[config.mk]
export PLATFORM = sky130hd
export DESIGN_NAME = tdpt_rem_unit
export DESIGN_NICKNAME = d
export VERILOG_FILES = /design/src/hdl/tdpt_pkg.sv /design/src/hdl/tdpt_rem_unit.sv
export SDC_FILE = /design/constraint.sdc
export NUM_CORES = 1
export LEC_CHECK = 0
export BUFFER_PORTS_ARGS = -buffer_cell sky130_fd_sc_hd__buf_2
export CORE_MARGIN = 2
export CORE_UTILIZATION = 55
export DETAILED_ROUTE_END_ITERATION = 16
export HOLD_SLACK_MARGIN = 0.06
export PLACE_DENSITY = 0.8
export SYNTH_ARGS = -nofsm -noshare
export SYNTH_HDL_FRONTEND = slang
export SYNTH_SLANG_ARGS = --single-unit
[constraint.sdc]
create_clock -name clock -period 4.3 [get_ports clock]
set_clock_uncertainty 0.1 [all_clocks]
set_input_delay 0.215 -clock clock [delete_from_list [all_inputs] [get_ports clock]]
set_output_delay 0.215 -clock clock [all_outputs]
set_load 0.02 [all_outputs]
[src/hdl/tdpt_pkg.sv]
// Package for the trial-division prime test.
// Holds the status record passed from the remainder unit to the sequencer.
// No dependencies.
package tdpt_pkg;

   typedef struct packed {
      logic done;
      logic zero;
   } rem_status_type;

endpackage

[src/hdl/tdpt_rem_unit.sv]
// Bit-serial restoring remainder unit: one dividend bit per cycle.
// Depends on tdpt_pkg for the status record.
module tdpt_rem_unit #(
   parameter int NUM_WIDTH = 31,
   parameter int DIV_WIDTH = 17
) (
   input  logic                    clock,
   input  logic                    reset,
   input  logic                    start,
   input  logic [NUM_WIDTH-1:0]    dividend,
   input  logic [DIV_WIDTH-1:0]    divisor,
   output tdpt_pkg::rem_status_type status
);
   localparam int CW = $clog2(NUM_WIDTH + 1);
   localparam logic [CW-1:0] LAST = CW'(NUM_WIDTH - 1);

   logic                 busy_ff, busy_in;
   logic                 done_ff, done_in;
   logic [CW-1:0]        cnt_ff, cnt_in;
   logic [NUM_WIDTH-1:0] shift_ff, shift_in;
   logic [DIV_WIDTH-1:0] rem_ff, rem_in;
   logic [DIV_WIDTH:0]   trial;

   assign trial = {rem_ff, shift_ff[NUM_WIDTH-1]};

   always_comb begin
      busy_in  = busy_ff;
      done_in  = 1'b0;
      cnt_in   = cnt_ff;
      shift_in = shift_ff;
      rem_in   = rem_ff;
      if (start) begin
         busy_in  = 1'b1;
         cnt_in   = '0;
         shift_in = dividend;
         rem_in   = '0;
      end else if (busy_ff) begin
         shift_in = {shift_ff[NUM_WIDTH-2:0], 1'b0};
         if (trial >= {1'b0, divisor}) begin
            rem_in = DIV_WIDTH'(trial - {1'b0, divisor});
         end else begin
            rem_in = trial[DIV_WIDTH-1:0];
         end
         cnt_in = cnt_ff + 1'b1;
         if (cnt_ff == LAST) begin
            busy_in = 1'b0;
            done_in = 1'b1;
         end
      end
   end

   always_ff @(posedge clock) begin
      if (reset) begin
         busy_ff <= 1'b0;
         done_ff <= 1'b0;
         cnt_ff  <= '0;
      end else begin
         busy_ff <= busy_in;
         done_ff <= done_in;
         cnt_ff  <= cnt_in;
      end
      shift_ff <= shift_in;
      rem_ff   <= rem_in;
   end

   assign status.done = done_ff;
   assign status.zero = (rem_ff == '0);
endmodule

==> results.cfg, run 1 <==
[outcome]
status = finished clean

[clock_tree]
cts-resized-gates = 0
numCtsBuffers = 5
path_clk_slew_ns = 0.09
cts_sinks = 55
clk_latency_ns = 0.30
cts_tree = built
cts_buffer_depth = 2
cts_root_buf = clkbuf_8
htree_levels = 2

[sta]
holdWs_ns = 0.103
period_minus_slack_ns = 3.21
max_freq_mhz = 311
drv_slew = 0
rsz0062_at_grt = no
hold_viol = 0
tightest_slew_ns = 1.18
setup_viol_count_final = 0
fin_crit_sh_pct = 74.8
setup_slack_ns = 1.09
slew_headroom_pct = 21.0
fin_tns_setup_ns = 0

[place]
io_buffers = 52
hpwl_um = 4760
pre_cts_ws_ns = 1.11
place.gp.congestion = 0.863

[critical_path]
ff2ff_path_depth = 11
required_ns = 4.37
crit_type = flip-flop to flip-flop
rrSetupSlack_ns = 1.09
r2r_end = rem_ff[4]$_SDFFE_PP0P_
cp_max_fo = 10
slowest_stage = a2111oi_4
arrival_ns = 3.28
crit_path_end_kind = flip-flop
path_buf_inv = 3
cp-start-kind = flip-flop
crit_chain = inv_1, ha_1, inv_1, fa_1, a211oi_2, o211ai_1, a21o_1, a2111oi_4, buf_4, mux2i_1, a211oi_1
cpMostUsedCell = inv_1
cp_slowest_stage_delay_ns = 0.64
timing.rr.start = shift_ff[30]$_DFFE_PP_
path_delay_family = compound AO/OA/AOI/OAI gates

[die]
ios = 53
die_h_um = 81.8
chipWidth_um = 81.8
rows = 28
die_area_sq_um = 6680
initial_core_util_pct = 56.5
core_area_sq_um = 5890

[drt]
drc = 0
via_per_inst = 5.62
drt-total-wl_um = 6480
drtIter0Drc = 137
dr.pass1.iters = 4
vias = 2482
ant_nets = 0
wl_per_cell_um = 14.7

[job]
drv_cap = 0

[hold_path]
holdPathStages = 2
min_from = dividend[0]
hp-class = input port to flip-flop
worstHoldEndpoint = shift_ff[0]$_SDFFCE_PN0P_

[synthesis]
syn_nets = 391
synthArstFlopShare_pct = 0
synthCells = 320
synth_edf_count = 31
yosysSeqAreaShare_pct = 42.4
synth.avg_cell_area_sq_um = 10.4
yosys_warnings = 0
synth_cell_type_count = 51
synthFlopType = edfxtp_1
synth_seq_cells = 55
syn_area_sq_um = 3330

[grt]
grt_pass1_wl_um = 10200
grt_pass1_vias = 2317
grt_use_total_pct = 19.7
antenna_found_initial = 0
grt_max_degree = 49
overflow = 0

[pwr]
total_leakage_power_uw = 0.00162
power_density_nw_per_um2 = 315
peakVddDrop_mv = 0.226

[cells_and_area]
finish.net_count = 437
num_antenna_cells = 0
fin_util_pct = 63.2
syn2layout_area_growth_pct = 11.8
fillers = 500
drive_above_1_share_pct = 27.2
==> cell families (layout without fill, tap and decap cells) <==
logic type	after synthesis	after routing	synth area share [%]
multiplexers	39	39	12.9
AO/OA/AOI/OAI	69	69	15.9
adder cells (fa/ha/maj)	20	20	7.75
XOR/XNOR	16	16	4.21
buffers and inverters	45	92	5.53
AND/OR/NAND/NOR	76	76	11.3
flip-flops	55	55	42.4
==> where the power goes <==
part	switching, uW	internal (uW)
sequential	23.5	606
combinational	144	125
clock	160	114
total	327	846
==> state kept, by name (all words and copies together), names as in the netlist <==
signal	count
shift_ff	31
busy_ff	1
done_ff	1
rem_ff	17
cnt_ff	5
==> worst max path at each step <==
| stage | from | end | slack, ns | depth (start not counted) |
|---|---|---|---|---|
| final | shift_ff[30]$_DFFE_PP_ | rem_ff[4]$_SDFFE_PP0P_ | 1.09 | 11 |
| after global routing | shift_ff[30]$_DFFE_PP_ | rem_ff[4]$_SDFFE_PP0P_ | 0.84 | 11 |
| after CTS | shift_ff[30]$_DFFE_PP_ | rem_ff[4]$_SDFFE_PP0P_ | 1.09 | 11 |
| after detailed placement | shift_ff[30]$_DFFE_PP_ | rem_ff[4]$_SDFFE_PP0P_ | 1.11 | 11 |
| after global placement | shift_ff[30]$_DFFE_PP_ | rem_ff[7]$_SDFFE_PP0P_ | 1.16 | 11 |
| after floorplan | shift_ff[30]$_DFFE_PP_ | rem_ff[16]$_SDFFE_PP0P_ | 1.37 | 10 |
==> routing by layer <==
metal  global-route usage [%]  routed length (um)  vias up
met5                        0                   0        -
met4                     5.83                 100        0
met3                     3.08                 216       12
met2                     31.4                3060       51
met1                     27.7                3100     1155
li1                         -                   -     1264
==> cells in the mapped netlist, drive strengths merged, types with 6 or more instances <==
library cell | count | share of area [%]
mux2 | 30 | 10
xor2 | 7 | 1.8
a21oi | 14 | 2.1
clkbuf | 12 | 1.4
edfxtp | 31 | 28
xnor2 | 9 | 2.4
a21o | 7 | 1.6
and2 | 7 | 1.3
inv | 28 | 3.2
o21ai | 6 | 0.90
nand2 | 13 | 1.5
nor2 | 27 | 3.0
nand4 | 7 | 1.3
mux2i | 9 | 2.7
ha | 19 | 7.1
a211oi | 11 | 2.6
dfxtp | 24 | 14
==> area by class of cell <==
cell class	count	area [sq um]	share of cell area, %
Tap cell	75	93.8	2.52
Inverter	28	105	2.83
Sequential cell	55	1410	38.0
Clock buffer	6	72.6	1.95
Clock inverter	2	12.5	0.336
Timing Repair Buffer	56	293	7.87
Multi-Input combinational cell	220	1730	46.5
==> repair_timing <==
| action | CTS | global route |
|---|---|---|
| setup endpoints to repair | 0 | 0 |
| setup buffers | 0 | 0 |
| hold buffers | 1 | 0 |
| hold endpoints to repair | 1 | 0 |
==> placed cells by master, fill, tap and decap left out, types with 2 or more instances in the layout <==
cell type,n
buf_2,52
edfxtp_1,31
mux2_2,30
inv_1,28
nor2_1,27
dfxtp_1,24
ha_1,19
a21oi_1,14
nand2_1,13
a211oi_1,10
mux2i_1,9
xnor2_1,9
nand4_1,7
xor2_1,7
and2_1,7
a21o_1,7
o21ai_0,6
nor3_1,5
a221o_1,5
clkbuf_8,5
nor4_1,4
o211ai_1,4
o31ai_1,3
nand2b_1,3
or2_2,3
buf_4,3
nand3_1,2
o22ai_1,2
o311ai_0,2
a311oi_1,2
a21boi_0,2
a31oi_1,2
==> worst reg2reg max path: stages (launching register included) <==
cell       delay [ns]
edfxtp_1         0.39
inv_1            0.07
ha_1             0.15
inv_1            0.05
fa_1             0.40
a211oi_2         0.30
o211ai_1         0.16
a21o_1           0.21
a2111oi_4        0.64
buf_4            0.31
mux2i_1          0.21
a211oi_1         0.09
==> per-stage QoR <==
| step | cells | power, uW | cell area [sq um] |
|---|---|---|---|
| after floorplan | 320 | 836 | 3330 |
| after global placement | 433 | 899 | 3620 |
| after detailed placement | 433 | 908 | 3620 |
| after CTS | 442 | 1170 | 3720 |
| after global routing | 442 | 1230 | 3720 |
| final | 442 | 1170 | 3720 |
(Power assumes the default switching activity.)
==> run 2: changes to the inputs <==
- CORE_UTILIZATION: 55 -> 51
- PLACE_DENSITY: 0.8 -> 0.78
- clock period: 4.3 -> 2.6 ns (I/O delays scaled with it)
==> results.cfg, run 2 (synthesis gave the netlist of run 1 again) <==
[cells_and_area]
layout.cells.most_common_list = buf_2 (52), dlygate4sd3_1 (32), edfxtp_1 (31)
syn2layout_area_growth_pct = 27.2
finish.net_count = 488
reg_top3 = shift_ff: 31 flops, rem_ff: 17 flops, cnt_ff: 5 flops
largest_register_ffs = 31
num_antenna_cells = 0
layout_commonest_cell = buf_2
largest-register = shift_ff
drive_above_1_share_pct = 30.9

[critical_path]
cp_max_fo = 5
arrival_ns = 2.94
ff2ff_path_depth = 12
timing.rr.start = shift_ff[30]$_DFFE_PP_
crit_type = flip-flop to flip-flop
rrSetupSlack_ns = -0.25
crit_path_end_kind = flip-flop
cp-start-kind = flip-flop
required_ns = 2.69
r2r_end = rem_ff[5]$_SDFFE_PP0P_

[die]
chipWidth_um = 84.8
die_h_um = 84.8
rows = 29
ios = 53
die_area_sq_um = 7180
initial_core_util_pct = 52.7
core_area_sq_um = 6310

[grt]
grt_pass1_vias = 2852
grt_use_total_pct = 24.5
overflow = 0
antenna_found_initial = 0
grt_pass1_wl_um = 13700
grt_max_degree = 32

[sta]
tightest_slew_ns = 0.569
drv_slew = 0
setup_viol_count_final = 17
slew_headroom_pct = 62.0
hold_viol = 0
holdWs_ns = 0.249
rsz0062_at_grt = yes
period_minus_slack_ns = 2.85
max_freq_mhz = 350
fin_crit_sh_pct = 110
fin_tns_setup_ns = -3.55
setup_slack_ns = -0.253

[clock_tree]
cts_buffer_depth = 2
cts_sinks = 55
clk_latency_ns = 0.33
numCtsBuffers = 5
htree_levels = 2
cts_tree = built
cts_root_buf = clkbuf_8
path_clk_slew_ns = 0.10

[drt]
drc = 0
top_layer = met4
drt-total-wl_um = 8600
dr.pass1.iters = 5
ant_nets = 0
drtIter0Drc = 227
wl_met3_um = 533
vias = 2877
via_per_inst = 5.81
wl_met1_um = 3450
wl_per_cell_um = 17.4
wl_met2_um = 4350

[pwr]
total_leakage_power_uw = 0.00185
peakVddDrop_mv = 0.557
power_density_nw_per_um2 = 504

[place]
place.gp.congestion = 0.868
io_buffers = 52
hpwl_um = 5260

[hold_path]
worstHoldEndpoint = rem_ff[0]$_SDFFE_PP0P_
hp-class = input port to flip-flop
holdPathStages = 4
min_from = divisor[0]

[outcome]
status = finished, violations left
violations = negative setup slack

[job]
drv_cap = 0
==> run 2: area by class of cell <==
cell class	count	area [sq um]
Timing Repair Buffer	107	761
Clock buffer	7	87.6
Multi-Input combinational cell	220	1760
Sequential cell	55	1410
Tap cell	77	96.3
Clock inverter	1	8.76
Inverter	28	105
Fill cell	484	2080
==> run 2: worst max-delay path by stage <==
stage | end | from | slack (ns) | depth (start not counted)
2_1_floorplan | rem_ff[1]$_SDFFE_PP0P_ | shift_ff[30]$_DFFE_PP_ | -0.14 | 11
6_report | rem_ff[5]$_SDFFE_PP0P_ | shift_ff[30]$_DFFE_PP_ | -0.25 | 12
5_1_grt | rem_ff[8]$_SDFFE_PP0P_ | shift_ff[30]$_DFFE_PP_ | -0.36 | 12
4_1_cts | rem_ff[16]$_SDFFE_PP0P_ | shift_ff[30]$_DFFE_PP_ | -0.11 | 11
3_3_place_gp | rem_ff[3]$_SDFFE_PP0P_ | shift_ff[30]$_DFFE_PP_ | -0.06 | 11
3_5_place_dp | rem_ff[1]$_SDFFE_PP0P_ | shift_ff[30]$_DFFE_PP_ | -0.16 | 11
==> run 2: report_power, final <==
group	total [uW]	leakage, uW	internal [uW]	switching [uW]
Combinational	557	0.00129	278	280
Clock	527	0.0000514	223	304
Sequential	1050	0.000509	1000	46.2
==> run 2: timing repair <==
action | in CTS | in global routing
endpoints found under the hold margin | 33 | 0
resized for setup | 5 | 8
pin swaps | 1 | 10
gates cloned | 1 | 0
buffers inserted | 2 | 3
setup endpoints to repair | 17 | 17
hold buffers | 32 | 0
==> run 2: routing by layer <==
layer | vias up | GRT usage [%]
met2 | 129 | 43.3
li1 | 1365 | -
met4 | 0 | 8.51
met5 | - | 0
met3 | 25 | 6.00
met1 | 1358 | 28.9
==> run 2: stage by stage <==
step / instance area, sq um / utilization, % / instances / total power [uW] / worst slack [ns]
detailed placement: 3740 / 59.2 / 449 / 1530 / -0.162
finish: 4230 / 67.0 / 495 / 2130 / -0.253
global placement: 3740 / 59.2 / 449 / 1510 / -0.0591
floorplan: 3330 / - / 320 / 1380 / -0.139
CTS: 4190 / 66.4 / 492 / 2070 / -0.114
global route: 4230 / 67.0 / 495 / 2220 / -0.361
==> run 2: critical path: stages, from the launching register on <==
cell	delay, ns
edfxtp_1	0.41
inv_1	0.07
ha_2	0.18
inv_2	0.04
fa_2	0.35
a211oi_2	0.24
o211ai_1	0.13
a21o_1	0.21
a2111oi_4	0.36
buf_4	0.19
buf_6	0.13
mux2i_2	0.22
a211oi_1	0.09
